[src/ttf_pkg.sv]
`default_nettype none
package ttf_pkg;

  localparam int unsigned POS_W = 24;
  localparam int unsigned TEX_W = 16;
  localparam int unsigned NRM_W = 16;
  localparam int unsigned VEC_W = 44;
  localparam int unsigned EDG_W = 25;
  localparam int unsigned DLT_W = 17;
  localparam int unsigned TRM_W = 52;
  localparam int unsigned MAG_W = 51;
  localparam int unsigned OPK_W = 5;
  localparam int unsigned IN_DW = 104;
  localparam int unsigned OUT_DW = 312;
  localparam logic [DLT_W-1:0] ONE_Q12 = DLT_W'(4096);

  // micro-op indexes for the shared multiplier
  localparam logic [OPK_W-1:0] K_CROSS0 = 5'd0;
  localparam logic [OPK_W-1:0] K_TEXEND = 5'd9;
  localparam logic [OPK_W-1:0] K_VECBEG = 5'd10;
  localparam logic [OPK_W-1:0] K_VECEND = 5'd21;
  localparam logic [OPK_W-1:0] K_SQBEG = 5'd22;
  localparam logic [OPK_W-1:0] K_SQEND = 5'd24;

  // stored term slots
  localparam int unsigned T_DIR = 3;
  localparam int unsigned T_DEG = 4;
  localparam int unsigned T_TAN = 5;
  localparam int unsigned T_BIT = 8;
  localparam int unsigned N_TRM = 11;

  typedef enum logic [3:0] {
    OPD_V0, OPD_V1, OPD_V2, OPD_W0, OPD_W1, OPD_W2,
    OPD_SX, OPD_SY, OPD_TX, OPD_TY, OPD_M0, OPD_M1, OPD_M2
  } opnd_t;

  typedef struct packed {
    logic             store0;
    logic             store1;
    logic             store2;
    logic             edge_en;
    logic             mul_en;
    logic [OPK_W-1:0] mul_k;
    logic             fix;
    logic             load_mag;
    logic             shift;
    logic             clr_norm;
    logic             sqrt_init;
    logic             sqrt_step;
    logic             div_init;
    logic             div_step;
    logic             div_first;
    logic             div_last;
    logic [1:0]       div_idx;
    logic             load_out;
  } ttf_cmd_t;

  typedef struct packed {
    logic mag_big;
    logic mag_zero;
  } ttf_sts_t;

  function automatic opnd_t op_a(input logic [OPK_W-1:0] k);
    opnd_t r;
    unique case (k)
      5'd0: r = OPD_V1;  5'd1: r = OPD_V2;  5'd2: r = OPD_V2;  5'd3: r = OPD_V0;
      5'd4: r = OPD_V0;  5'd5: r = OPD_V1;  5'd6: r = OPD_TX;  5'd7: r = OPD_TY;
      5'd8: r = OPD_SX;  5'd9: r = OPD_SY;  5'd10: r = OPD_W0; 5'd11: r = OPD_V0;
      5'd12: r = OPD_W1; 5'd13: r = OPD_V1; 5'd14: r = OPD_W2; 5'd15: r = OPD_V2;
      5'd16: r = OPD_V0; 5'd17: r = OPD_W0; 5'd18: r = OPD_V1; 5'd19: r = OPD_W1;
      5'd20: r = OPD_V2; 5'd21: r = OPD_W2; 5'd22: r = OPD_M0; 5'd23: r = OPD_M1;
      5'd24: r = OPD_M2;
      default: r = OPD_M0;
    endcase
    return r;
  endfunction

  function automatic opnd_t op_b(input logic [OPK_W-1:0] k);
    opnd_t r;
    unique case (k)
      5'd0: r = OPD_W2;  5'd1: r = OPD_W1;  5'd2: r = OPD_W0;  5'd3: r = OPD_W2;
      5'd4: r = OPD_W1;  5'd5: r = OPD_W0;  5'd6: r = OPD_SY;  5'd7: r = OPD_SX;
      5'd8: r = OPD_TY;  5'd9: r = OPD_TX;  5'd10: r = OPD_SY; 5'd11: r = OPD_TY;
      5'd12: r = OPD_SY; 5'd13: r = OPD_TY; 5'd14: r = OPD_SY; 5'd15: r = OPD_TY;
      5'd16: r = OPD_TX; 5'd17: r = OPD_SX; 5'd18: r = OPD_TX; 5'd19: r = OPD_SX;
      5'd20: r = OPD_TX; 5'd21: r = OPD_SX; 5'd22: r = OPD_M0; 5'd23: r = OPD_M1;
      5'd24: r = OPD_M2;
      default: r = OPD_M0;
    endcase
    return r;
  endfunction

endpackage
`default_nettype wire

[src/ttf_ctrl.sv]
`default_nettype none
module ttf_ctrl (
  input  wire logic              clk,
  input  wire logic              rst_n,
  input  wire logic              in_valid,
  output logic                   in_ready,
  output logic                   out_valid,
  input  wire logic              out_ready,
  input  wire ttf_pkg::ttf_sts_t sts,
  output ttf_pkg::ttf_cmd_t      cmd
);

  typedef enum logic [13:0] {
    S_IDLE  = 14'b00000000000001,
    S_EDGE  = 14'b00000000000010,
    S_MULA  = 14'b00000000000100,
    S_FLSA  = 14'b00000000001000,
    S_FIX   = 14'b00000000010000,
    S_MULB  = 14'b00000000100000,
    S_NORM  = 14'b00000001000000,
    S_SHIFT = 14'b00000010000000,
    S_SQ    = 14'b00000100000000,
    S_FLSQ  = 14'b00001000000000,
    S_SQI   = 14'b00010000000000,
    S_SQRT  = 14'b00100000000000,
    S_DIV   = 14'b01000000000000,
    S_DONE  = 14'b10000000000000
  } state_t;

  state_t     state_r, state_nxt;
  logic [1:0] phase_r, phase_nxt;
  logic [4:0] cnt_r, cnt_nxt;
  logic [1:0] idx_r, idx_nxt;
  logic       ov_r, ov_nxt;
  logic       acc;

  always_comb begin
    state_nxt = state_r;
    phase_nxt = phase_r;
    cnt_nxt = cnt_r;
    idx_nxt = idx_r;
    cmd = '0;
    cmd.mul_k = cnt_r;
    cmd.div_idx = idx_r;
    acc = in_valid && (state_r == S_IDLE);
    unique case (state_r)
      S_IDLE: begin
        if (acc) begin
          priority case (phase_r)
            2'd1: begin
              cmd.store1 = 1'b1;
              phase_nxt = 2'd2;
            end
            2'd2: begin
              cmd.store2 = 1'b1;
              phase_nxt = 2'd0;
              state_nxt = S_EDGE;
            end
            default: begin
              cmd.store0 = 1'b1;
              phase_nxt = 2'd1;
            end
          endcase
        end
      end
      S_EDGE: begin
        cmd.edge_en = 1'b1;
        cnt_nxt = ttf_pkg::K_CROSS0;
        state_nxt = S_MULA;
      end
      S_MULA: begin
        cmd.mul_en = 1'b1;
        cnt_nxt = cnt_r + 5'd1;
        if (cnt_r == ttf_pkg::K_TEXEND) state_nxt = S_FLSA;
      end
      S_FLSA: state_nxt = S_FIX;
      S_FIX: begin
        cmd.fix = 1'b1;
        cnt_nxt = ttf_pkg::K_VECBEG;
        state_nxt = S_MULB;
      end
      S_MULB: begin
        cmd.mul_en = 1'b1;
        cnt_nxt = cnt_r + 5'd1;
        if (cnt_r == ttf_pkg::K_VECEND) state_nxt = S_NORM;
      end
      S_NORM: begin
        cmd.load_mag = 1'b1;
        state_nxt = S_SHIFT;
      end
      S_SHIFT: begin
        priority if (sts.mag_zero) begin
          cmd.clr_norm = 1'b1;
          state_nxt = S_DONE;
        end else if (sts.mag_big) begin
          cmd.shift = 1'b1;
        end else begin
          cnt_nxt = ttf_pkg::K_SQBEG;
          state_nxt = S_SQ;
        end
      end
      S_SQ: begin
        cmd.mul_en = 1'b1;
        cnt_nxt = cnt_r + 5'd1;
        if (cnt_r == ttf_pkg::K_SQEND) state_nxt = S_FLSQ;
      end
      S_FLSQ: state_nxt = S_SQI;
      S_SQI: begin
        cmd.sqrt_init = 1'b1;
        cnt_nxt = '0;
        state_nxt = S_SQRT;
      end
      S_SQRT: begin
        cmd.sqrt_step = 1'b1;
        cnt_nxt = cnt_r + 5'd1;
        if (cnt_r == 5'd31) begin
          // seed the divide of the first component
          cmd.div_init = 1'b1;
          cmd.div_idx = 2'd0;
          idx_nxt = 2'd0;
          cnt_nxt = '0;
          state_nxt = S_DIV;
        end
      end
      S_DIV: begin
        if (cnt_r == 5'd15) begin
          // seed the divide of the next component
          cmd.div_init = 1'b1;
          cnt_nxt = '0;
        end else begin
          cmd.div_step = 1'b1;
          cmd.div_first = (cnt_r == 5'd0);
          cmd.div_last = (cnt_r == 5'd14);
          cnt_nxt = cnt_r + 5'd1;
          if (cnt_r == 5'd14) begin
            if (idx_r == 2'd2) begin
              cnt_nxt = '0;
              state_nxt = S_DONE;
            end else begin
              idx_nxt = idx_r + 2'd1;
            end
          end
        end
      end
      S_DONE: begin
        if (!ov_r || out_ready) begin
          cmd.load_out = 1'b1;
          state_nxt = S_IDLE;
        end
      end
      default: state_nxt = S_IDLE;
    endcase
    ov_nxt = cmd.load_out ? 1'b1 : (out_ready ? 1'b0 : ov_r);
  end

  always_ff @(posedge clk) begin
    if (!rst_n) begin
      state_r <= S_IDLE;
      phase_r <= '0;
      cnt_r <= '0;
      idx_r <= '0;
      ov_r <= 1'b0;
    end else begin
      state_r <= state_nxt;
      phase_r <= phase_nxt;
      cnt_r <= cnt_nxt;
      idx_r <= idx_nxt;
      ov_r <= ov_nxt;
    end
  end

  assign in_ready = (state_r == S_IDLE);
  assign out_valid = ov_r;

endmodule
`default_nettype wire

[config.mk]
export PLATFORM = sky130hd
export DESIGN_NAME = ttf_ctrl
export DESIGN_NICKNAME = d
export VERILOG_FILES = /design/src/ttf_pkg.sv /design/src/ttf_ctrl.sv
export SDC_FILE = /design/constraint.sdc
export NUM_CORES = 1
export LEC_CHECK = 0
export BUFFER_PORTS_ARGS = -buffer_cell sky130_fd_sc_hd__buf_2
export CORE_UTILIZATION = 45
export CTS_CLUSTER_DIAMETER = 30
export CTS_CLUSTER_SIZE = 16
export DETAILED_ROUTE_END_ITERATION = 8
export PLACE_DENSITY_LB_ADDON = 0.15
export SYNTH_ARGS = -nofsm -noshare
export SYNTH_HDL_FRONTEND = slang
export SYNTH_SLANG_ARGS = --single-unit
[constraint.sdc]
create_clock -name clk -period 6.3 [get_ports clk]
set_clock_uncertainty 0.2 [all_clocks]
set_input_delay 0.315 -clock clk [delete_from_list [all_inputs] [get_ports clk]]
set_output_delay 0.315 -clock clk [all_outputs]
set_load 0.1 [all_outputs]
# Word level (Yosys, flattened, before mapping)

Index checks and enable logic that the tools add are counted.

Equality and inequality tests: 37
Reductions and logical operators: 14
$add $sub $neg: 2
Multiplexer cells: 51

Operators with widths:

| cell                                                                     | count |
|---|---|
| 14-bit case mux with 14 select lines                                     | 1 |
| 14-bit 2-to-1 mux                                                        | 12 |
| 5-bit 2-to-1 mux                                                         | 6 |
| 5-bit case mux with 6 select lines                                       | 1 |
| 2-bit inequality test (second input constant)                            | 11 |
| 1-bit 2-to-1 mux                                                         | 18 |
| 5-bit by 4-bit equality test with 1-bit output (second input constant)   | 3 |
| 5-bit equality test (second input constant)                              | 3 |
| 14-bit by 1-bit equality test with 1-bit output (second input constant)  | 1 |
| 14-bit by 10-bit equality test with 1-bit output (second input constant) | 1 |
| 14-bit by 11-bit equality test with 1-bit output (second input constant) | 1 |
| 14-bit by 12-bit equality test with 1-bit output (second input constant) | 1 |
| 14-bit by 13-bit equality test with 1-bit output (second input constant) | 1 |
| 14-bit equality test (second input constant)                             | 1 |
| 14-bit by 2-bit equality test with 1-bit output (second input constant)  | 1 |
| 14-bit by 3-bit equality test with 1-bit output (second input constant)  | 1 |
| 14-bit by 4-bit equality test with 1-bit output (second input constant)  | 1 |
| 14-bit by 5-bit equality test with 1-bit output (second input constant)  | 1 |
| 14-bit by 6-bit equality test with 1-bit output (second input constant)  | 1 |
| 14-bit by 7-bit equality test with 1-bit output (second input constant)  | 1 |
| 14-bit by 8-bit equality test with 1-bit output (second input constant)  | 1 |
| 14-bit by 9-bit equality test with 1-bit output (second input constant)  | 1 |
| 2-bit 2-to-1 mux                                                         | 6 |
| 3-bit 2-to-1 mux                                                         | 4 |
| other kinds (20)                                                         | 25 |

Bits of input ports: 6
Logic and storage cells: 109
Output and inout port bits: 25
Register bits after elaboration: 24

# Depth between registers and ports, before layout

Gate-level depths: netlist of run 1.

Depth in word-level cells: 5
Mapped depth: 9
Gate-level depth less buffers: 9

# Worst setup path before layout of run 1

OpenSTA, ideal clock, no wires.

Path type: flip-flop to output port
Start point: reg cnt_r[0]
End point: out cmd[4] (netlist bit)
Setup slack: 1.012 ns
Arrival time: 4.773 ns
Data required time: 5.785 ns
Path buffers: 0
Cell stages (with the launch flop): 7
Cell sequence: dfxtp_1 -> ha_1 -> and3_1 -> ha_1 -> nor3_1 -> nand4_2 -> nor4bb_1

RTL lines:

| item                     | line            | source |
|---|---|---|
| start: declaration       | ttf_ctrl.sv:32  | `logic [4:0] cnt_r, cnt_nxt;` |
| start signal: assignment | ttf_ctrl.sv:166 | `cnt_r <= cnt_nxt;` |
| end: declaration         | ttf_ctrl.sv:10  | `output ttf_pkg::ttf_cmd_t cmd` |

==> flow_summary.toml, run 1 <==
[worst_setup_path]
worstSetupEndpoint = "cmd[22]"
cp-start-kind = "flip-flop"
ff2ff_setup_slack_ns = 3.55
worstPathArrival_ns = 2.71
reg2reg_to = "state_r[7]"
criticalPathCategory = "reg -> out"
crit_path_top_delay_cell = "nor4_4"
rr_worst_depth = 6
endpoint_kind = "primary output"
crit-reg2reg-launch = "state_r[0]"
crit_fanout = 14
max_stage_delay_ns = 0.74
crit_start = "state_r[8]"
path_cells = "nor4_4 -> nand3_1 -> nor2b_1 -> and3_1 -> buf_2"
critical_path_required_ns = 5.78

[synthesis]
ys.flop_type = "dfxtp_1"
synthArstFlopShare_pct = 0
synth_top_area_share_pct = 25.3
yosysWarnings = 0
synthCells = 221
synth_top_cell_by_area = "dfxtp_1"
netlist_top_cells_area = "dfxtp_1, ha_1, nor2_1"
synth_edf_count = 0
netlist_area_sq_um = 1900
synth_seq_cells = 24
seq_area_frac_synth_pct = 25.3
avgSynthCellArea_sq_um = 8.61
synth_nets = 237
ys_types = 68

[drt]
dr.first_iter.drc_count = 147
vias_per_cell = 5.85
first_pass_iters = 4
wirelength_microns = 4600
detail_route.wl_per_cell_microns = 15.6
drc_errors = 0
vias = 1720
ant_nets = 0

[floorplan]
core_sq_um = 4030
start_util_pct = 47.2
dieArea_sq_um = 4490
io_pins = 31
fp.dieW_microns = 67.0
die_h_microns = 67.0
std_cell_rows = 23

[final_layout]
fillCellCount = 409
insertedDiodeCount = 0
drive_gt1_share_pct = 25.0
stdcell_count = 294
nNetsFinal = 261
syn_to_final_growth_pct = 10.5

[clock_tree]
path_clk_slew_ns = 0.09
numClockSinks = 24
ctsResizeCount = 0
clockBufferDepth = 2
postCtsSetupBuffers = 0
htreeDepth = 1
cts_tree = "done"
numCtsBuffers = 3
cts.hold.buffers_added = 0
cts_root_buf = "clkbuf_8"
clock_latency_ns = 0.27

[place]
dp_hpwl_microns = 3450
gp_congestion = 0.834
port_buffers = 30
dp.cells = 290

[sta]
worst_slew_pin_slew_ns = 0.767
rsz0062_at_grt = "no"
slew_headroom_pct = 48.5
fin_crit_sh_pct = 51.1
slew_viol_final = 0
fmax_mhz = 311
hold_viol = 0
period_needed_ns = 3.22
fin_setup_tns_ns = 0
setup_viol = 0

[hold_path]
hold_path_class = "in -> reg"

[grt]
grt_pass1_vias = 1513
grt_usage_pct = 21.8
grt_overflow = 0
grt_max_degree = 16
grt_pass1_wl_microns = 7500
antenna_found_initial = 0

[pwr]
p_leak_uw = 0.000883
worst_ir_drop_vdd_v = 0.000173
p_per_area_nw_per_um2 = 210

[flow_run]
cap_viol_max_count = 0

[run_status]
status = "complete, no violations"
[state kept, by name, indices dropped and copies added, names as in the netlist]
name,count
cnt_r,5
idx_r,2
out_valid,1
phase_r,2
state_r,14
[cell type report]
type	instances	area (sq um)	share of cell area, %
multi-input combinational	170	1270	60.6
sequential	24	480	22.9
timing repair buffer	31	158	7.50
tap	50	62.6	2.98
inverter	15	56.3	2.68
clock buffer	3	41.3	1.96
clock inverter	1	30.0	1.43
[metrics by stage]
step	hold slack, ns	setup slack, ns	power (uW)	utilization [%]	area (sq um)
after floorplan	0.290	1.01	291	-	1900
after global placement	0.329	3.42	308	50.4	2030
after detailed placement	0.337	3.41	306	50.4	2030
after CTS	0.171	3.10	445	52.2	2100
after global routing	0.176	2.83	460	52.2	2100
final	0.177	3.08	441	52.2	2100
[worst min-delay path by stage]
| stage | startpoint | to | slack (ns) | cells after the start |
|---|---|---|---|---|
| 4_1_cts | rst_n | cnt_r[0] | 0.17 | 2 |
| 2_1_floorplan | phase_r[1] | phase_r[1] | 0.29 | 2 |
| 3_3_place_gp | phase_r[1] | phase_r[1] | 0.33 | 2 |
| 5_1_grt | rst_n | cnt_r[0] | 0.18 | 2 |
| 3_5_place_dp | phase_r[1] | phase_r[1] | 0.34 | 2 |
| 6_report | rst_n | cnt_r[0] | 0.18 | 2 |
[logic make-up after synthesis]
family	synth area share [%]
simple gates	44.8
compound gates	13.1
buf+inv	7.76
flops	25.3
fa+ha+maj	6.58
xor+xnor	1.38
mux	1.12
[report_power, final]
group          total (uW)  switching (uW)  internal (uW)
sequential            169            11.3            158
clock                 138            52.5           85.0
combinational         135             100           34.6
total                 441             164            277
[metal layers]
layer | GRT usage (%) | wire length, microns | up-vias
met1 | 32.1 | 2350 | 807
met3 | 3.77 | 187 | 4
met4 | 3.72 | 38 | 0
met2 | 32.8 | 2020 | 41
met5 | 0 | 0 | -
li1 | - | - | 868
[layout by cell type (no fill, tap or decap), types with 4 or more instances in the layout]
cell type   n
buf_2      30
ha_1       10
nand3_1     7
nand4_1    10
nor4b_1     8
nand2b_1    9
and3_1      4
nand2_1     8
dfxtp_1    24
nor2_1     22
a31oi_1     5
a21oi_1     9
inv_1      14
nor3_1      6
and4_1      4
[critical path: cells and delay by family, from the launching register on]
family                 cells  cell delay (ns)
buffers and inverters      1             0.43
DFF                        1             0.41
and+or+nand+nor            4             1.59
[Yosys cell counts, types with 3 or more instances]
master,count
buf_4,3
dfxtp_1,24
o21ai_0,3
nor2_1,22
nor4_1,3
a31oi_1,5
inv_1,14
nor3_1,6
and3_1,4
buf_6,4
a21oi_1,9
and4_1,4
ha_1,10
buf_2,3
nor4b_1,8
nor2b_1,3
nand2_1,8
nand3_1,7
nand4_1,10
nand2b_1,9
Power figures use the tool's default switching activity.
==> inputs of run 2 (changes only) <==
Settings changed: ABC_AREA set to 1.
Clock period 6.3 ns to 2.7 ns, I/O delays scaled along.
==> flow_summary.toml, run 2 <==
[flow_run]
cap_viol_max_count = 0

[worst_setup_path]
crit_family = "simple AND/OR/NAND/NOR gates"
worstPathArrival_ns = 2.16
path_cells = "nor2_4 -> inv_2 -> nor2_8 -> nand2_1 -> nor2_4 -> nand2_1 -> nor2_4 -> buf_2"
max_stage_delay_ns = 0.42
crit_fanout = 16
rr_worst_depth = 14
reg2reg_to = "state_r[2]"
cp-start-kind = "flip-flop"
ff2ff_setup_slack_ns = 0.42
crit-reg2reg-launch = "cnt_r[0]"
worst-path-buf-inv = 2
critical_path_required_ns = 2.37
crit_top_cell = "nor2_4"
criticalPathCategory = "reg -> out"
endpoint_kind = "primary output"
crit_path_top_delay_cell = "buf_2"

[final_layout]
regMostFlops = "state_r"
drive_gt1_share_pct = 21.6
final_cell_mix = "nand2_1, inv_1, nor2_1"
syn_to_final_growth_pct = 15.4
largest_register_ffs = 14
final_common_cell = "nand2_1"
insertedDiodeCount = 0
stdcell_count = 461
fillCellCount = 505
top_regs = "state_r: 14 flops, cnt_r: 5 flops"
nNetsFinal = 411

[sta]
rsz0062_at_grt = "no"
hold_viol = 0
slew_viol_final = 0
fin_crit_sh_pct = 92.5
period_needed_ns = 2.50
hold_slack_ns = 0.0700
setup_slack_ns = 0.202
fmax_mhz = 400
worst_slew_pin_slew_ns = 0.489
slew_headroom_pct = 67.6
setup_viol = 0

[hold_path]
hold_depth = 4
hold_path_class = "in -> reg"
min_to = "cnt_r[4]"
hp-start = "sts[1]"

[pwr]
p_per_area_nw_per_um2 = 1150
comb_power_share_pct = 71.2
swShare_pct = 60.8
power_uw = 2940
p_leak_uw = 0.00150
internal_power_uw = 1150
worst_ir_drop_vdd_v = 0.00168
power_frac_seq_pct = 17.4
p_clk_share_pct = 11.3
switchingPower_uw = 1790

[floorplan]
std_cell_rows = 25
fp.dieW_microns = 72.2
dieArea_sq_um = 5210
die_h_microns = 72.2
start_util_pct = 46.9
core_sq_um = 4720
io_pins = 31

[place]
dp.cells = 454
port_buffers = 30
place_worst_setup_slack_ns = 0.406
dp_hpwl_microns = 4520
gp_congestion = 0.994

[synthesis]
synth_most_common_cell = "nand2_1"
ys.flop_type = "dfxtp_1"
netlist_top_cells_area = "dfxtp_1, nand2_1, inv_1"
synthCells = 362
synth_common_cells = "nand2_1, inv_1, nor2_1"
synth_nets = 378
synth_top_cell_by_area = "dfxtp_1"
seq_area_frac_synth_pct = 21.7
netlist_area_sq_um = 2220
yosysWarnings = 0
synth_edf_count = 0
avgSynthCellArea_sq_um = 6.12
ys_types = 32
synthArstFlopShare_pct = 0
synth_top_area_share_pct = 21.7
synth_seq_cells = 24

[clock_tree]
cts_root_buf = "clkbuf_8"
numCtsBuffers = 3
cts_tree = "done"
cts.hold.buffers_added = 3
path_clk_slew_ns = 0.10
postCtsSetupBuffers = 0
htreeDepth = 1
clock_latency_ns = 0.28
ctsResizeCount = 0
numClockSinks = 24
clockBufferDepth = 2

[drt]
first_pass_iters = 4
dr.first_iter.drc_count = 124
drc_errors = 0
vias = 2244
vias_per_cell = 4.87
detail_route.wl_per_cell_microns = 12.1
ant_nets = 0
wirelength_microns = 5590

[grt]
grt_overflow = 0
grt_max_degree = 17
grt_pass1_vias = 2054
grt_usage_pct = 23.1
grt_pass1_wl_microns = 9350
antenna_found_initial = 0

[run_status]
status = "complete, no violations"
[run 2: cell count changes after synthesis, sizes merged, moves of 9 or more]
cell,change
nand2,+94
inv,+54
nor2,+48
nand3,+27
nand2b,-11
nor4b,-9
[run 2: power groups by stage]
stage	clock network [uW]	logic, uW	registers, uW
floorplan	0	1670	617
global placement	0	2080	519
detailed placement	0	2080	520
CTS	330	2090	512
global route	341	2290	523
finish	332	2090	513
[run 2: metal layers]
metal  global-route usage [%]  wire [microns]  vias to the layer above
met2                     37.4            2540                       42
met1                     31.4            2720                     1011
met3                     2.78             213                       12
met4                     8.71             125                        0
met5                        0               0                        -
li1                         -               -                     1179
[run 2: cells by family after synthesis]
family,count (synthesis),share of synthesized area [%]
AND/OR/NAND/NOR,231,53.4
buffers and inverters,74,13.5
flip-flops,24,21.7
AO/OA/AOI/OAI,22,5.36
adder cells (fa/ha/maj),10,5.64
XOR/XNOR,1,0.395
[run 2: how the worst max path moves through the flow]
| stage | start | endpoint | slack, ns | cells past startpoint |
|---|---|---|---|---|
| 2_1_floorplan | cnt_r[2] | cmd[4] | -0.06 | 4 |
| 6_report | state_r[13] | cmd[21] | 0.20 | 8 |
| 3_5_place_dp | cnt_r[0] | state_r[2] | 0.41 | 14 |
| 3_3_place_gp | cnt_r[0] | state_r[8] | 0.44 | 12 |
| 4_1_cts | state_r[13] | cmd[22] | 0.22 | 8 |
| 5_1_grt | state_r[13] | cmd[21] | 0.08 | 8 |
[run 2: area by class of cell]
class	instances	area (sq um)	area share (%)
Clock buffer	3	41.3	1.61
Clock inverter	1	30.0	1.17
Tap cell	67	83.8	3.28
Inverter	69	260	10.2
Multi-Input combinational cell	264	1480	57.8
Timing Repair Buffer	33	180	7.04
Sequential cell	24	484	18.9
[run 2: tightest hold or removal path, stage by stage]
cell and delay, ns:
buf_2 0.11, o211ai_1 0.11, nand3_1 0.09, a21oi_1 0.06
[run 2: metrics by stage]
step | setup TNS [ns] | cell area (sq um) | util [%]
after global routing | 0 | 2560 | 54.2
final | 0 | 2560 | 54.2
after CTS | 0 | 2560 | 54.2
after global placement | 0 | 2460 | 52.0
after floorplan | -0.0642 | 2260 | -
after detailed placement | 0 | 2460 | 52.0
